### src/hdl/backbone_to_spring_moduli_macros.svh
// ----------------------------------------------------------------------------
// backbone_to_spring_moduli assertion macros
// shorthand for the concurrent checks of the spring moduli block
// ----------------------------------------------------------------------------
`ifndef BACKBONE_TO_SPRING_MODULI_MACROS_SVH
`define BACKBONE_TO_SPRING_MODULI_MACROS_SVH

// antecedent implies consequent in the same cycle
`define B2SM_ASSERT_SAME(label, clk, rst, ante, cons, msg) \
   label: assert property (@(posedge clk) disable iff (rst) (ante) |-> (cons)) \
      else $error(msg);

// antecedent implies consequent in the next cycle
`define B2SM_ASSERT_NEXT(label, clk, rst, ante, cons, msg) \
   label: assert property (@(posedge clk) disable iff (rst) (ante) |=> (cons)) \
      else $error(msg);

`endif

### src/hdl/b2sm_pkg.sv
// ----------------------------------------------------------------------------
// b2sm_pkg
// constants, status codes and helpers of the spring moduli block
// ----------------------------------------------------------------------------
package b2sm_pkg;

   localparam int DATA_WIDTH_DEF  = 48;
   localparam int STRAIN_INT_BITS = 8;
   localparam int POISSON_W       = 16;
   localparam int FACTOR_W        = POISSON_W + 2;
   localparam int MOD_FRAC        = 16;
   localparam int SQRT3_W         = 31;
   localparam int YIELD_SHIFT     = 14;
   localparam int STATUS_W        = 2;

   localparam logic [POISSON_W-1:0] POISSON_RESET = 16'd19661;
   localparam logic [SQRT3_W-1:0]   SQRT3_Q30     = 31'h6ED9EBA1;

   typedef enum logic [STATUS_W-1:0] {
      STATUS_OK        = 2'd0,
      STATUS_ZERO_MOD  = 2'd1,
      STATUS_ZERO_STEP = 2'd2,
      STATUS_SAT       = 2'd3
   } status_type;

   function automatic status_type join_flags(input status_type a, input status_type b);
      status_type res;
      if (a == STATUS_ZERO_STEP || b == STATUS_ZERO_STEP) begin
         res = STATUS_ZERO_STEP;
      end else if (a == STATUS_SAT || b == STATUS_SAT) begin
         res = STATUS_SAT;
      end else begin
         res = STATUS_OK;
      end
      return res;
   endfunction

endpackage

### src/hdl/backbone_to_spring_moduli.sv
// ----------------------------------------------------------------------------
// backbone_to_spring_moduli
// iwan spring moduli and yield strains from a piecewise-linear backbone curve
//
// req: one backbone point per word, tdata = strain (lowest), stress; tlast
// marks the final point of a layer. rsp: one spring per word, tdata =
// youngs modulus (lowest), yield strain; tuser = status; tlast marks the
// final spring. csr: write enable and poisson ratio (q0.16), taken at any
// edge with csr_wr_en high, reset value 19661.
// A spring leaves one point after its own point; the first point of a
// multi-point curve gives none, a final point after an earlier point gives
// two, and every other point gives one. The restoring slope divider, the
// bit-serial multipliers and the yield divider each work one bit per cycle,
// and req_tready stays low until the block is through with the point.
// Results sit in an output register; a stalled rsp holds the word and the
// block waits before loading the next spring. Reset (synchronous) empties
// the output, clears the stored previous point and reloads the poisson ratio.
// ----------------------------------------------------------------------------
`include "backbone_to_spring_moduli_macros.svh"

module backbone_to_spring_moduli #(
   parameter int DATA_WIDTH = b2sm_pkg::DATA_WIDTH_DEF
) (
   input  logic                                   clock,
   input  logic                                   reset,
   input  logic                                   csr_wr_en,
   input  logic [b2sm_pkg::POISSON_W-1:0]         csr_wr_data,
   input  logic                                   req_tvalid,
   output logic                                   req_tready,
   // strain_point, stress_point
   input  logic [((2*DATA_WIDTH+7)/8)*8-1:0]      req_tdata,
   input  logic                                   req_tlast,
   output logic                                   rsp_tvalid,
   input  logic                                   rsp_tready,
   // youngs_modulus, yield_strain
   output logic [((2*DATA_WIDTH+7)/8)*8-1:0]      rsp_tdata,
   // status
   output logic [b2sm_pkg::STATUS_W-1:0]          rsp_tuser,
   output logic                                   rsp_tlast
);

   import b2sm_pkg::*;

   localparam int W           = DATA_WIDTH;
   localparam int STRAIN_FRAC = W - STRAIN_INT_BITS;
   localparam int TDATA_W     = ((2*W+7)/8)*8;
   localparam int CNT_W       = $clog2(W);
   localparam logic [W-1:0] HALF_C   = {1'b1, {(W-1){1'b0}}};
   localparam logic [W-1:0] MAXPOS_C = {1'b0, {(W-1){1'b1}}};

   typedef enum logic [7:0] {
      ST_IDLE = 8'b0000_0001,
      ST_DIFF = 8'b0000_0010,
      ST_PREP = 8'b0000_0100,
      ST_DIV  = 8'b0000_1000,
      ST_PACK = 8'b0001_0000,
      ST_GSET = 8'b0010_0000,
      ST_RES  = 8'b0100_0000,
      ST_EMIT = 8'b1000_0000
   } state_type;

   // sign and magnitude of a - b for two signed words
   function automatic logic [W:0] sdiff_f(input logic [W-1:0] a, input logic [W-1:0] b);
      logic [W-1:0] ua;
      logic [W-1:0] ub;
      ua = a ^ HALF_C;
      ub = b ^ HALF_C;
      return (ua >= ub) ? {1'b0, ua - ub} : {1'b1, ub - ua};
   endfunction

   state_type state_ff, state_in;
   logic [CNT_W-1:0] cnt_ff, cnt_in;
   logic [POISSON_W-1:0] nu_ff, nu_in;
   logic [W-1:0] prior_strain_ff, prior_strain_in;
   logic [W-1:0] prior_stress_ff, prior_stress_in;
   logic [W-1:0] prior_slope_ff, prior_slope_in;
   status_type prior_flag_ff, prior_flag_in;
   logic have_prior_ff, have_prior_in;
   logic second_ff, second_in;
   logic rsp_valid_ff, rsp_valid_in;

   logic [W-1:0] cur_strain_ff, cur_strain_in;
   logic [W-1:0] cur_stress_ff, cur_stress_in;
   logic cur_last_ff, cur_last_in;
   logic [W-1:0] cur_slope_ff, cur_slope_in;
   status_type cur_flag_ff, cur_flag_in;
   logic neg_ff, neg_in;
   logic zero_step_ff, zero_step_in;
   logic pre_over_ff, pre_over_in;
   logic [W-1:0] dm_ff, dm_in;
   logic [W-1:0] sdv_rem_ff, sdv_rem_in;
   logic [W-1:0] sdv_q_ff, sdv_q_in;
   logic [W-1:0] smul_x_ff, smul_x_in;
   logic [SQRT3_W-1:0] smul_acc_ff, smul_acc_in;
   logic [W-1:0] smul_lo_ff, smul_lo_in;
   logic [FACTOR_W-1:0] ydv_rem_ff, ydv_rem_in;
   logic [W-1:0] ydv_q_ff, ydv_q_in;
   logic [W-1:0] gmul_x_ff, gmul_x_in;
   logic [FACTOR_W-1:0] gmul_acc_ff, gmul_acc_in;
   logic [W-1:0] gmul_lo_ff, gmul_lo_in;
   logic gneg_ff, gneg_in;
   status_type res_flag_ff, res_flag_in;
   logic res_last_ff, res_last_in;
   logic [W-1:0] rsp_youngs_ff, rsp_youngs_in;
   logic [W-1:0] rsp_yield_ff, rsp_yield_in;
   status_type rsp_status_ff, rsp_status_in;
   logic rsp_last_ff, rsp_last_in;

   logic [W-1:0] req_strain;
   logic [W-1:0] req_stress;
   logic [FACTOR_W-1:0] factor;
   logic strain_ge;
   logic [W-1:0] dm_c;
   logic [W:0] stress_sd;
   logic [W-1:0] sm_hi;
   logic [W:0] sdv_t;
   logic sdv_ge;
   logic [SQRT3_W:0] smul_sum;
   logic [FACTOR_W:0] ydv_t;
   logic ydv_ge;
   logic [FACTOR_W:0] gmul_sum;
   logic q_over;
   logic use_prior;
   logic [W:0] g_sd;
   logic [W-1:0] slope_abs;
   logic [W+FACTOR_W-1:0] prod;
   logic [W+1:0] e_mag;
   logic e_sat;
   logic [W-1:0] youngs_c;
   status_type status_c;
   logic commit;

   assign req_strain = req_tdata[W-1:0];
   assign req_stress = req_tdata[2*W-1:W];
   assign factor     = {1'b1, nu_ff, 1'b0};

   // point differences
   assign strain_ge = cur_strain_ff >= prior_strain_ff;
   assign dm_c      = strain_ge ? cur_strain_ff - prior_strain_ff
                                : prior_strain_ff - cur_strain_ff;
   assign stress_sd = sdiff_f(cur_stress_ff, prior_stress_ff);
   assign sm_hi     = sdv_q_ff >> STRAIN_INT_BITS;

   // slope divider step
   assign sdv_t  = {sdv_rem_ff, sdv_q_ff[W-1]};
   assign sdv_ge = sdv_t >= {1'b0, dm_ff};
   assign q_over = pre_over_ff | (neg_ff ? (sdv_q_ff[W-1] & (|sdv_q_ff[W-2:0]))
                                         : sdv_q_ff[W-1]);

   // strain times sqrt3, lsb first
   assign smul_sum = {1'b0, smul_acc_ff} + (smul_x_ff[0] ? {1'b0, SQRT3_Q30} : '0);

   // yield divider step
   assign ydv_t  = {ydv_rem_ff, ydv_q_ff[W-1]};
   assign ydv_ge = ydv_t >= {1'b0, factor};

   // modulus times 2(1+nu), lsb first
   assign gmul_sum = {1'b0, gmul_acc_ff} + (gmul_x_ff[0] ? {1'b0, factor} : '0);

   assign use_prior = have_prior_ff & ~second_ff;
   assign g_sd      = sdiff_f(prior_slope_ff, cur_slope_ff);
   assign slope_abs = cur_slope_ff[W-1] ? -cur_slope_ff : cur_slope_ff;

   assign prod  = {gmul_acc_ff, gmul_lo_ff};
   assign e_mag = (W+2)'(prod >> MOD_FRAC);
   assign e_sat = gneg_ff ? ((|e_mag[W+1:W]) | (e_mag[W-1] & (|e_mag[W-2:0])))
                          : (|e_mag[W+1:W-1]);
   assign youngs_c = e_sat ? (gneg_ff ? HALF_C : MAXPOS_C)
                           : (gneg_ff ? -e_mag[W-1:0] : e_mag[W-1:0]);

   always_comb begin
      if (res_flag_ff == STATUS_ZERO_STEP) begin
         status_c = STATUS_ZERO_STEP;
      end else if (res_flag_ff == STATUS_SAT || e_sat) begin
         status_c = STATUS_SAT;
      end else if (e_mag == '0) begin
         status_c = STATUS_ZERO_MOD;
      end else begin
         status_c = STATUS_OK;
      end
   end

   always_comb begin
      state_in        = state_ff;
      cnt_in          = cnt_ff;
      nu_in           = csr_wr_en ? csr_wr_data : nu_ff;
      prior_strain_in = prior_strain_ff;
      prior_stress_in = prior_stress_ff;
      prior_slope_in  = prior_slope_ff;
      prior_flag_in   = prior_flag_ff;
      have_prior_in   = have_prior_ff;
      second_in       = second_ff;
      rsp_valid_in    = rsp_valid_ff & ~rsp_tready;
      cur_strain_in   = cur_strain_ff;
      cur_stress_in   = cur_stress_ff;
      cur_last_in     = cur_last_ff;
      cur_slope_in    = cur_slope_ff;
      cur_flag_in     = cur_flag_ff;
      neg_in          = neg_ff;
      zero_step_in    = zero_step_ff;
      pre_over_in     = pre_over_ff;
      dm_in           = dm_ff;
      sdv_rem_in      = sdv_rem_ff;
      sdv_q_in        = sdv_q_ff;
      smul_x_in       = smul_x_ff;
      smul_acc_in     = smul_acc_ff;
      smul_lo_in      = smul_lo_ff;
      ydv_rem_in      = ydv_rem_ff;
      ydv_q_in        = ydv_q_ff;
      gmul_x_in       = gmul_x_ff;
      gmul_acc_in     = gmul_acc_ff;
      gmul_lo_in      = gmul_lo_ff;
      gneg_in         = gneg_ff;
      res_flag_in     = res_flag_ff;
      res_last_in     = res_last_ff;
      rsp_youngs_in   = rsp_youngs_ff;
      rsp_yield_in    = rsp_yield_ff;
      rsp_status_in   = rsp_status_ff;
      rsp_last_in     = rsp_last_ff;
      commit          = 1'b0;

      case (state_ff)
         ST_IDLE: begin
            if (req_tvalid) begin
               cur_strain_in = req_strain;
               cur_stress_in = req_stress;
               cur_last_in   = req_tlast;
               second_in     = 1'b0;
               state_in      = ST_DIFF;
            end
         end
         ST_DIFF: begin
            dm_in    = dm_c;
            sdv_q_in = stress_sd[W-1:0];
            neg_in   = ~strain_ge ^ stress_sd[W];
            state_in = ST_PREP;
         end
         ST_PREP: begin
            zero_step_in = dm_ff == '0;
            pre_over_in  = sm_hi >= dm_ff;
            sdv_rem_in   = sm_hi;
            sdv_q_in     = sdv_q_ff << STRAIN_FRAC;
            smul_x_in    = have_prior_ff ? prior_strain_ff : cur_strain_ff;
            smul_acc_in  = '0;
            cnt_in       = CNT_W'(W-1);
            state_in     = ST_DIV;
         end
         ST_DIV: begin
            sdv_rem_in  = sdv_ge ? W'(sdv_t - {1'b0, dm_ff}) : sdv_t[W-1:0];
            sdv_q_in    = {sdv_q_ff[W-2:0], sdv_ge};
            smul_lo_in  = {smul_sum[0], smul_lo_ff[W-1:1]};
            smul_acc_in = smul_sum[SQRT3_W:1];
            smul_x_in   = smul_x_ff >> 1;
            cnt_in      = cnt_ff - 1'b1;
            if (cnt_ff == '0) begin
               state_in = ST_PACK;
            end
         end
         ST_PACK: begin
            if (zero_step_ff) begin
               cur_slope_in = '0;
               cur_flag_in  = STATUS_ZERO_STEP;
            end else if (q_over) begin
               cur_slope_in = neg_ff ? HALF_C : MAXPOS_C;
               cur_flag_in  = STATUS_SAT;
            end else begin
               cur_slope_in = neg_ff ? -sdv_q_ff : sdv_q_ff;
               cur_flag_in  = STATUS_OK;
            end
            if (have_prior_ff || cur_last_ff) begin
               state_in = ST_GSET;
            end else begin
               commit   = 1'b1;
               state_in = ST_IDLE;
            end
         end
         ST_GSET: begin
            gmul_x_in   = use_prior ? g_sd[W-1:0] : slope_abs;
            gneg_in     = use_prior ? g_sd[W] : cur_slope_ff[W-1];
            res_flag_in = use_prior ? join_flags(prior_flag_ff, cur_flag_ff) : cur_flag_ff;
            res_last_in = ~use_prior;
            gmul_acc_in = '0;
            ydv_rem_in  = FACTOR_W'(smul_acc_ff >> YIELD_SHIFT);
            ydv_q_in    = W'({smul_acc_ff[YIELD_SHIFT-1:0], smul_lo_ff} >> YIELD_SHIFT);
            smul_x_in   = cur_strain_ff;
            smul_acc_in = '0;
            cnt_in      = CNT_W'(W-1);
            state_in    = ST_RES;
         end
         ST_RES: begin
            gmul_lo_in  = {gmul_sum[0], gmul_lo_ff[W-1:1]};
            gmul_acc_in = gmul_sum[FACTOR_W:1];
            gmul_x_in   = gmul_x_ff >> 1;
            ydv_rem_in  = ydv_ge ? FACTOR_W'(ydv_t - {1'b0, factor}) : ydv_t[FACTOR_W-1:0];
            ydv_q_in    = {ydv_q_ff[W-2:0], ydv_ge};
            smul_lo_in  = {smul_sum[0], smul_lo_ff[W-1:1]};
            smul_acc_in = smul_sum[SQRT3_W:1];
            smul_x_in   = smul_x_ff >> 1;
            cnt_in      = cnt_ff - 1'b1;
            if (cnt_ff == '0) begin
               state_in = ST_EMIT;
            end
         end
         ST_EMIT: begin
            if (!rsp_valid_ff || rsp_tready) begin
               rsp_valid_in  = 1'b1;
               rsp_youngs_in = youngs_c;
               rsp_yield_in  = ydv_q_ff;
               rsp_status_in = status_c;
               rsp_last_in   = res_last_ff;
               if (!res_last_ff && cur_last_ff) begin
                  second_in = 1'b1;
                  state_in  = ST_GSET;
               end else begin
                  commit   = 1'b1;
                  state_in = ST_IDLE;
               end
            end
         end
         default: begin
            state_in = ST_IDLE;
         end
      endcase

      if (commit) begin
         second_in = 1'b0;
         if (cur_last_ff) begin
            prior_strain_in = '0;
            prior_stress_in = '0;
            prior_slope_in  = '0;
            prior_flag_in   = STATUS_OK;
            have_prior_in   = 1'b0;
         end else begin
            prior_strain_in = cur_strain_ff;
            prior_stress_in = cur_stress_ff;
            prior_slope_in  = cur_slope_in;
            prior_flag_in   = cur_flag_in;
            have_prior_in   = 1'b1;
         end
      end
   end

   always_ff @(posedge clock) begin
      if (reset) begin
         state_ff        <= ST_IDLE;
         cnt_ff          <= '0;
         nu_ff           <= POISSON_RESET;
         prior_strain_ff <= '0;
         prior_stress_ff <= '0;
         prior_slope_ff  <= '0;
         prior_flag_ff   <= STATUS_OK;
         have_prior_ff   <= 1'b0;
         second_ff       <= 1'b0;
         rsp_valid_ff    <= 1'b0;
      end else begin
         state_ff        <= state_in;
         cnt_ff          <= cnt_in;
         nu_ff           <= nu_in;
         prior_strain_ff <= prior_strain_in;
         prior_stress_ff <= prior_stress_in;
         prior_slope_ff  <= prior_slope_in;
         prior_flag_ff   <= prior_flag_in;
         have_prior_ff   <= have_prior_in;
         second_ff       <= second_in;
         rsp_valid_ff    <= rsp_valid_in;
      end
   end

   always_ff @(posedge clock) begin
      cur_strain_ff <= cur_strain_in;
      cur_stress_ff <= cur_stress_in;
      cur_last_ff   <= cur_last_in;
      cur_slope_ff  <= cur_slope_in;
      cur_flag_ff   <= cur_flag_in;
      neg_ff        <= neg_in;
      zero_step_ff  <= zero_step_in;
      pre_over_ff   <= pre_over_in;
      dm_ff         <= dm_in;
      sdv_rem_ff    <= sdv_rem_in;
      sdv_q_ff      <= sdv_q_in;
      smul_x_ff     <= smul_x_in;
      smul_acc_ff   <= smul_acc_in;
      smul_lo_ff    <= smul_lo_in;
      ydv_rem_ff    <= ydv_rem_in;
      ydv_q_ff      <= ydv_q_in;
      gmul_x_ff     <= gmul_x_in;
      gmul_acc_ff   <= gmul_acc_in;
      gmul_lo_ff    <= gmul_lo_in;
      gneg_ff       <= gneg_in;
      res_flag_ff   <= res_flag_in;
      res_last_ff   <= res_last_in;
      rsp_youngs_ff <= rsp_youngs_in;
      rsp_yield_ff  <= rsp_yield_in;
      rsp_status_ff <= rsp_status_in;
      rsp_last_ff   <= rsp_last_in;
   end

   assign req_tready = state_ff == ST_IDLE;
   assign rsp_tvalid = rsp_valid_ff;
   assign rsp_tdata  = TDATA_W'({rsp_yield_ff, rsp_youngs_ff});
   assign rsp_tuser  = rsp_status_ff;
   assign rsp_tlast  = rsp_last_ff;

   `B2SM_ASSERT_NEXT(a_accept_starts_diff, clock, reset, req_tvalid && req_tready, state_ff == ST_DIFF, "accepted point did not start the difference step")
   `B2SM_ASSERT_SAME(a_load_from_emit, clock, reset, $rose(rsp_tvalid), $past(state_ff == ST_EMIT), "result loaded outside the emit step")
   `B2SM_ASSERT_SAME(a_zero_mod_value, clock, reset, rsp_tvalid && rsp_tuser == STATUS_ZERO_MOD, rsp_tdata[W-1:0] == '0, "zero modulus status on a nonzero modulus")
   `B2SM_ASSERT_SAME(a_second_busy, clock, reset, second_ff, !req_tready, "second spring pending while taking points")

endmodule

### config.mk
export PLATFORM = sky130hd
export DESIGN_NAME = backbone_to_spring_moduli
export DESIGN_NICKNAME = d
export VERILOG_FILES = /design/src/hdl/b2sm_pkg.sv /design/src/hdl/backbone_to_spring_moduli.sv
export VERILOG_INCLUDE_DIRS = /design/src /design/src/hdl
export SDC_FILE = /design/constraint.sdc
export NUM_CORES = 2
export LEC_CHECK = 0
export BUFFER_PORTS_ARGS = -buffer_cell sky130_fd_sc_hd__buf_2
export CORE_MARGIN = 2
export CORE_UTILIZATION = 30
export CTS_CLUSTER_DIAMETER = 30
export DETAILED_ROUTE_END_ITERATION = 12
export SLEW_MARGIN = 20
export SYNTH_ARGS = -nofsm -noshare
export SYNTH_HDL_FRONTEND = slang
export SYNTH_SLANG_ARGS = --single-unit
export TNS_END_PERCENT = 5
### constraint.sdc
create_clock -name clock -period 7.05 [get_ports clock]
set_input_delay 0.705 -clock clock [delete_from_list [all_inputs] [get_ports clock]]
set_output_delay 0.705 -clock clock [all_outputs]
set_load 0.01 [all_outputs]
After elaboration in Yosys (flattened, before gate mapping)
Cells that the tools add are included.
W data, S select, Z words.
{"block": "classes", "multipliers": 0, "bitwise_logic": 15, "shift": 0, "n_mux": 60, "order_cmp": 6, "div": 0, "addsub": 14, "reduce_logical": 29, "n_eq_ne": 19}
{"operator": "$mux W48", "n": 16}
{"operator": "$sub A48 B48 Y48", "n": 7}
{"operator": "$pmux W48 S2", "n": 3}
{"operator": "$pmux W48 S3", "n": 2}
{"operator": "$ge A48 B48 Y1", "n": 3}
{"operator": "$neg A48 Y48", "n": 3}
{"operator": "$mux W49", "n": 2}
{"operator": "$reduce_or A47 Y1", "n": 2}
{"operator": "$pmux W18 S2", "n": 2}
{"operator": "$pmux W8 S8", "n": 1}
{"operator": "$pmux W31 S2", "n": 1}
{"operator": "$logic_not A50 Y1", "n": 1}
{"operator": "$ge A49 B48 Y1", "n": 1}
{"operator": "$ge A40 B48 Y1", "n": 1}
{"operator": "$logic_not A48 Y1", "n": 1}
{"operator": "$mux W18", "n": 2}
{"operator": "$add A31 B31 Y32", "n": 1}
{"operator": "$mux W8", "n": 4}
{"operator": "$mux W31", "n": 1}
{"operator": "$add A18 B18 Y19", "n": 1}
{"operator": "$ge A19 B18 Y1", "n": 1}
{"operator": "$sub A18 B18 Y18", "n": 1}
{"operator": "$mux W1", "n": 14}
{"operator": "$mux W2", "n": 7}
{"operator": "28 further kinds", "n": 65}
{"block": "totals", "ram_bits": 0, "ff_bits": 883, "out_inout_bits": 101, "mem_bits_ro": 0, "in_bits": 118, "n_memories": 0, "elab_cells": 180, "latch_bits": 0}

Logic depth before layout (Yosys ltp)
{"block": "depth", "depth_word": 8, "ltp_mapped": 17, "ltp_nobuf": 16}

Worst setup path before layout
No wires, ideal clock.
{"block": "synth_path", "path_type": "reg-to-reg", "start": "register state_ff[3]", "end": "register prior_slope_ff[12]", "period_less_slack_ps": 7408, "arrival_time_ps": 7334, "stages_incl_launch_ff": 13, "path_slack_ps": -358, "n_path_buf": 2, "path_cell_list": "dfxtp_1 > nor2_1 > nand2_1 > nor3_1 > nand3b_1 > nor2b_1 > a21oi_1 > or3_1 > clkbuf_1 > nor2_1 > clkbuf_1 > a22oi_1 > o21ai_0"}
{"block": "synth_via", "elab_chain_cells": 3, "elab_cells_between_ends": 5, "cone_classes": "eq/ne: 2; mux: 3"}
{"element": "start, declared", "line": "backbone_to_spring_moduli.sv:71", "source": "state_type state_ff, state_in;"}
{"element": "start signal, assigned", "line": "backbone_to_spring_moduli.sv:356", "source": "state_ff <= state_in;"}
{"element": "$eq A8 B5 Y1", "line": "backbone_to_spring_moduli.sv:222", "source": "case (state_ff)"}
{"element": "$mux W48", "line": "backbone_to_spring_moduli.sv:222"}
{"element": "$mux W48", "line": "backbone_to_spring_moduli.sv:327", "source": "if (cur_last_ff) begin"}
{"element": "end signal, assigned", "line": "backbone_to_spring_moduli.sv:361", "source": "prior_slope_ff <= prior_slope_in;"}
{"element": "end, declared", "line": "backbone_to_spring_moduli.sv:76", "source": "logic [W-1:0] prior_slope_ff, prior_slope_in;"}
Several ways; a longest one is shown, not always the timed one.
A chain may end at the register's enable or synchronous reset.

Worst setup path after layout
{"block": "layout_path", "start": "register sdv_q_ff[47]", "end": "register sdv_rem_ff[39] (data pin)"}
{"block": "layout_via", "elab_chain_cells": 3, "elab_cells_between_ends": 4, "cone_classes": "add/sub: 1; order compare: 1; mux: 2"}
{"element": "start, declared", "line": "backbone_to_spring_moduli.sv:92", "source": "logic [W-1:0] sdv_q_ff, sdv_q_in;"}
{"element": "start signal, assigned", "line": "backbone_to_spring_moduli.sv:380", "source": "sdv_q_ff <= sdv_q_in;"}
{"element": "$sub A48 B48 Y48 or $ge A49 B48 Y1 (tied branches)", "line": "backbone_to_spring_moduli.sv:249, backbone_to_spring_moduli.sv:146"}
{"element": "$mux W48", "line": "backbone_to_spring_moduli.sv:249", "source": "sdv_rem_in = sdv_ge ? W'(sdv_t - {1'b0, dm_ff}) : sdv_t[W-1:0];"}
{"element": "$pmux W48 S2 *", "line": "backbone_to_spring_moduli.sv:222"}
{"element": "via sdv_rem_in[39]", "line": "backbone_to_spring_moduli.sv:91", "source": "logic [W-1:0] sdv_rem_ff, sdv_rem_in;"}
{"element": "end signal, assigned", "line": "backbone_to_spring_moduli.sv:379", "source": "sdv_rem_ff <= sdv_rem_in;"}
{"element": "end, declared", "line": "backbone_to_spring_moduli.sv:91"}
The timed path passes the listed nets; every way through them passes the cells marked *.

==> metrics.txt <==
filler instances 18.8k; area of placed instances 60,000 µm²; Startpoint Class flip-flop; clock latency at the later pin of the worst-skew pair 0.82 ns; die width 438 µm; DR WL met3 9.93 mm; Worst Path Buf+Inv 2; Crit-path slowest cell buf_4; Final min period 5.35 ns; register area share after synthesis 41.2%; Synth Area in Compound Gates 22.4%; final std cells w/o fill 9,181; Net Sw Power 4800 µW; setup TNS 0 ns; layout cells sized above 1 10.8%; FF-to-FF Start sdv_q_ff[47]; combinational share of power 13.4%; floorplan core area 188,000 µm²; Post-Synth Simple-Gate Area 14.9%; htree depth 4; unrepaired setup endpoints after global routing no; Post-synth ARST share 0%; Post-DP HPWL 127 mm; most common cell after layout, fill and taps aside nand2_1; Detailed Route WL 175 mm; antenna viol nets, final 0; Fmax 187 MHz; clk slew on worst S/H paths 0.05 ns; Vias/cell 5.30; gr usage total 17.6%; number of global-route vias before repair 47.4k; HP Class primary input to flip-flop; Mapped Nets 6,919; Via Count 48.7k; setup bufs post-CTS 0; worst-path cell chain inv_1, ha_1, nor2b_1, o31a_1, o311ai_1, a21oi_1, a211oi_1, o21ai_1, a41oi_1, o31ai_1, a21oi_4, buf_4, nor2_1, a211oi_1, a21oi_1; CP endpoint kind flip-flop; largest family of logic cells by synthesized area compound AO/OA/AOI/OAI gates; post-CTS sizing 0; met2 routed wirelength 80.4 mm; static leakage 0.0266 µW; EDFF count, synth 624; warnings from Yosys 0; Final Cell Area 67,400 µm²; internal reg-to-reg setup slack 1.70 ns; ys flop type edfxtp_1; share of power burned in registers 32.6%; Hold Violations, Final 0; WS Path Type flip-flop to flip-flop; worst endpoint data arrival time 5.87 ns; Mapped Area 56,600 µm²; clock tree sinks 853; clock tree buffer depth 3; Synth top area share 33.1%; delay-heaviest family, CP compound AO/OA/AOI/OAI gates; post-synthesis mux area share 1.46%; largest net degree at the start of global routing 132; initial antenna violation count 5; WL/cell 19.0 µm; first-pass GRT wire length 272 mm; synth top area cells edfxtp_1 33%, ha_1 9.5%, dfxtp_1 8.1%; CTS tree done; Rows 159; Int Power 13,100 µW; IO buf count 218; CP peak stage delay 0.72 ns; Slew HR 14.0%; Placer Congestion 0.912; pwr dens 266 nW/µm²; final net count 7,069; xor-xnor portion of the synthesized cell area 4.34%; Iteration-0 DRC Markers 4,391; CTS root buffer clkbuf_16; Layout area overhead 19.1%; critical path required time 7.56 ns; Ports 219; Worst Hold End cur_strain_ff[46]; count of state elements after synthesis 853; Max Cap Viol 0; R2R depth 15; placed insts 8,790; Synth Area in Adders 9.85%; CTS Buf Count 197; Clock Power Share 54.1%; commonest non-fill, non-tap cells in the layout 713 x nand2_1, 624 x edfxtp_1, 597 x a21oi_1; status finished, final reports clean; final max-slew violation count 0; CP max FO 75; Die H 438 µm; # DRC 0; GR Overflow Total 0; hold path startpoint req_tdata[46]; Final setup violation count 0; Top Metal Used met5; Total Power 17,900 µW; die area 192,000 µm²; Netlist cell types 97; crit share post-route 75.9%; RR Endpoint sdv_rem_ff[39]; Syn Inst Count 6,361; Util after Layout 35.9%; clock skew 0.0611 ns; M1 WL 79.5 mm; Worst IR Drop VDD 0.000274 V; Synth area leader edfxtp_1; 1st-pass router iterations 6; Sw Ratio 26.8%; Initial Utilization 30.1%; Hold Crit Depth 1; worst-margin pin slew 1.29 ns; Mean Syn Cell Area 8.89 µm²
[metal layers]
metal  GRT usage, %  vias up
li1               -    23400
met1           23.9    23400
met2           28.5     1595
met3           2.83      306
met4           5.53        6
met5              0        -
[synthesized netlist by cell type (21+ instances only)]
cell,instances
o22ai_1,63
a21o_1,188
clkbuf_1,288
nand2_1,714
xor2_1,99
buf_2,39
dfxtp_1,229
o311ai_0,21
nor2b_1,54
o21a_1,35
a21oi_1,598
mux2i_1,77
a211oi_1,51
a22o_1,33
o211ai_1,38
o21bai_1,69
o31ai_1,48
a22oi_1,25
edfxtp_1,624
a31oi_1,56
or3_1,60
xnor2_1,181
inv_1,515
a222oi_1,59
nor2_1,491
and2_1,36
o21ai_0,522
nand2b_1,36
and3_1,23
nand3_1,69
nand4_1,92
nor3_1,127
ha_1,431
nor4_1,37
[what timing repair did]
action                                  in CTS  in global routing
hold buffers                                15                  0
endpoints found under the hold margin       15                  0
endpoints found under the setup margin       0                  0
[how the worst max path moves through the flow]
stage,from,endpoint,depth (start not counted)
2_1_floorplan,state_ff[1],smul_x_ff[0],8
5_1_grt,sdv_q_ff[47],sdv_rem_ff[34],15
6_report,sdv_q_ff[47],sdv_rem_ff[39],15
4_1_cts,sdv_q_ff[47],sdv_rem_ff[39],15
3_3_place_gp,sdv_q_ff[47],sdv_rem_ff[39],15
3_5_place_dp,sdv_q_ff[47],sdv_rem_ff[39],15
[cell type report]
class | count | area [µm²] | share of cell area, %
multi-input cells | 4650 | 30100 | 44.6
clock inverters | 136 | 1890 | 2.80
flip-flops and latches | 853 | 23300 | 34.6
inverters | 517 | 1950 | 2.90
clock buffers | 237 | 5270 | 7.83
well taps | 2495 | 3120 | 4.63
diodes | 1 | 2.50 | 0.00371
repair buffers | 292 | 1740 | 2.59
[power by group through the flow]
stage / registers [µW] / clock network [µW] / logic [µW]
after detailed placement: 5920 / 0 / 2360
after floorplan: 5840 / 0 / 1690
after global placement: 5910 / 0 / 2340
after CTS: 5830 / 9860 / 2370
final: 5830 / 9680 / 2400
after global routing: 5850 / 10100 / 2640
[worst reg2reg max path, cell delays in order, from the launching register on]
cell      delay [ns]
edfxtp_1        0.58
inv_1           0.23
ha_1            0.23
nor2b_1         0.07
o31a_1          0.28
o311ai_1        0.38
a21oi_1         0.17
a211oi_1        0.58
o21ai_1         0.25
a41oi_1         0.51
o31ai_1         0.18
a21oi_4         0.42
buf_4           0.72
nor2_1          0.15
a211oi_1        0.24
a21oi_1         0.08
[stage by stage]
step                      worst slack, ns  hold slack [ns]
final                                1.70           0.0680
after global routing                 1.32           0.0211
after detailed placement             1.75            0.431
after global placement               1.94            0.431
after floorplan                      1.10            0.426
after CTS                            1.71          0.00125
[cells by family after synthesis]
kind of cell | count (synthesis)
buf+inv | 858
mux | 82
flops | 853
xor+xnor | 280
compound gates | 2013
simple gates | 1835
fa+ha+maj | 440
Note: power is estimated with default switching activity, not from simulation.
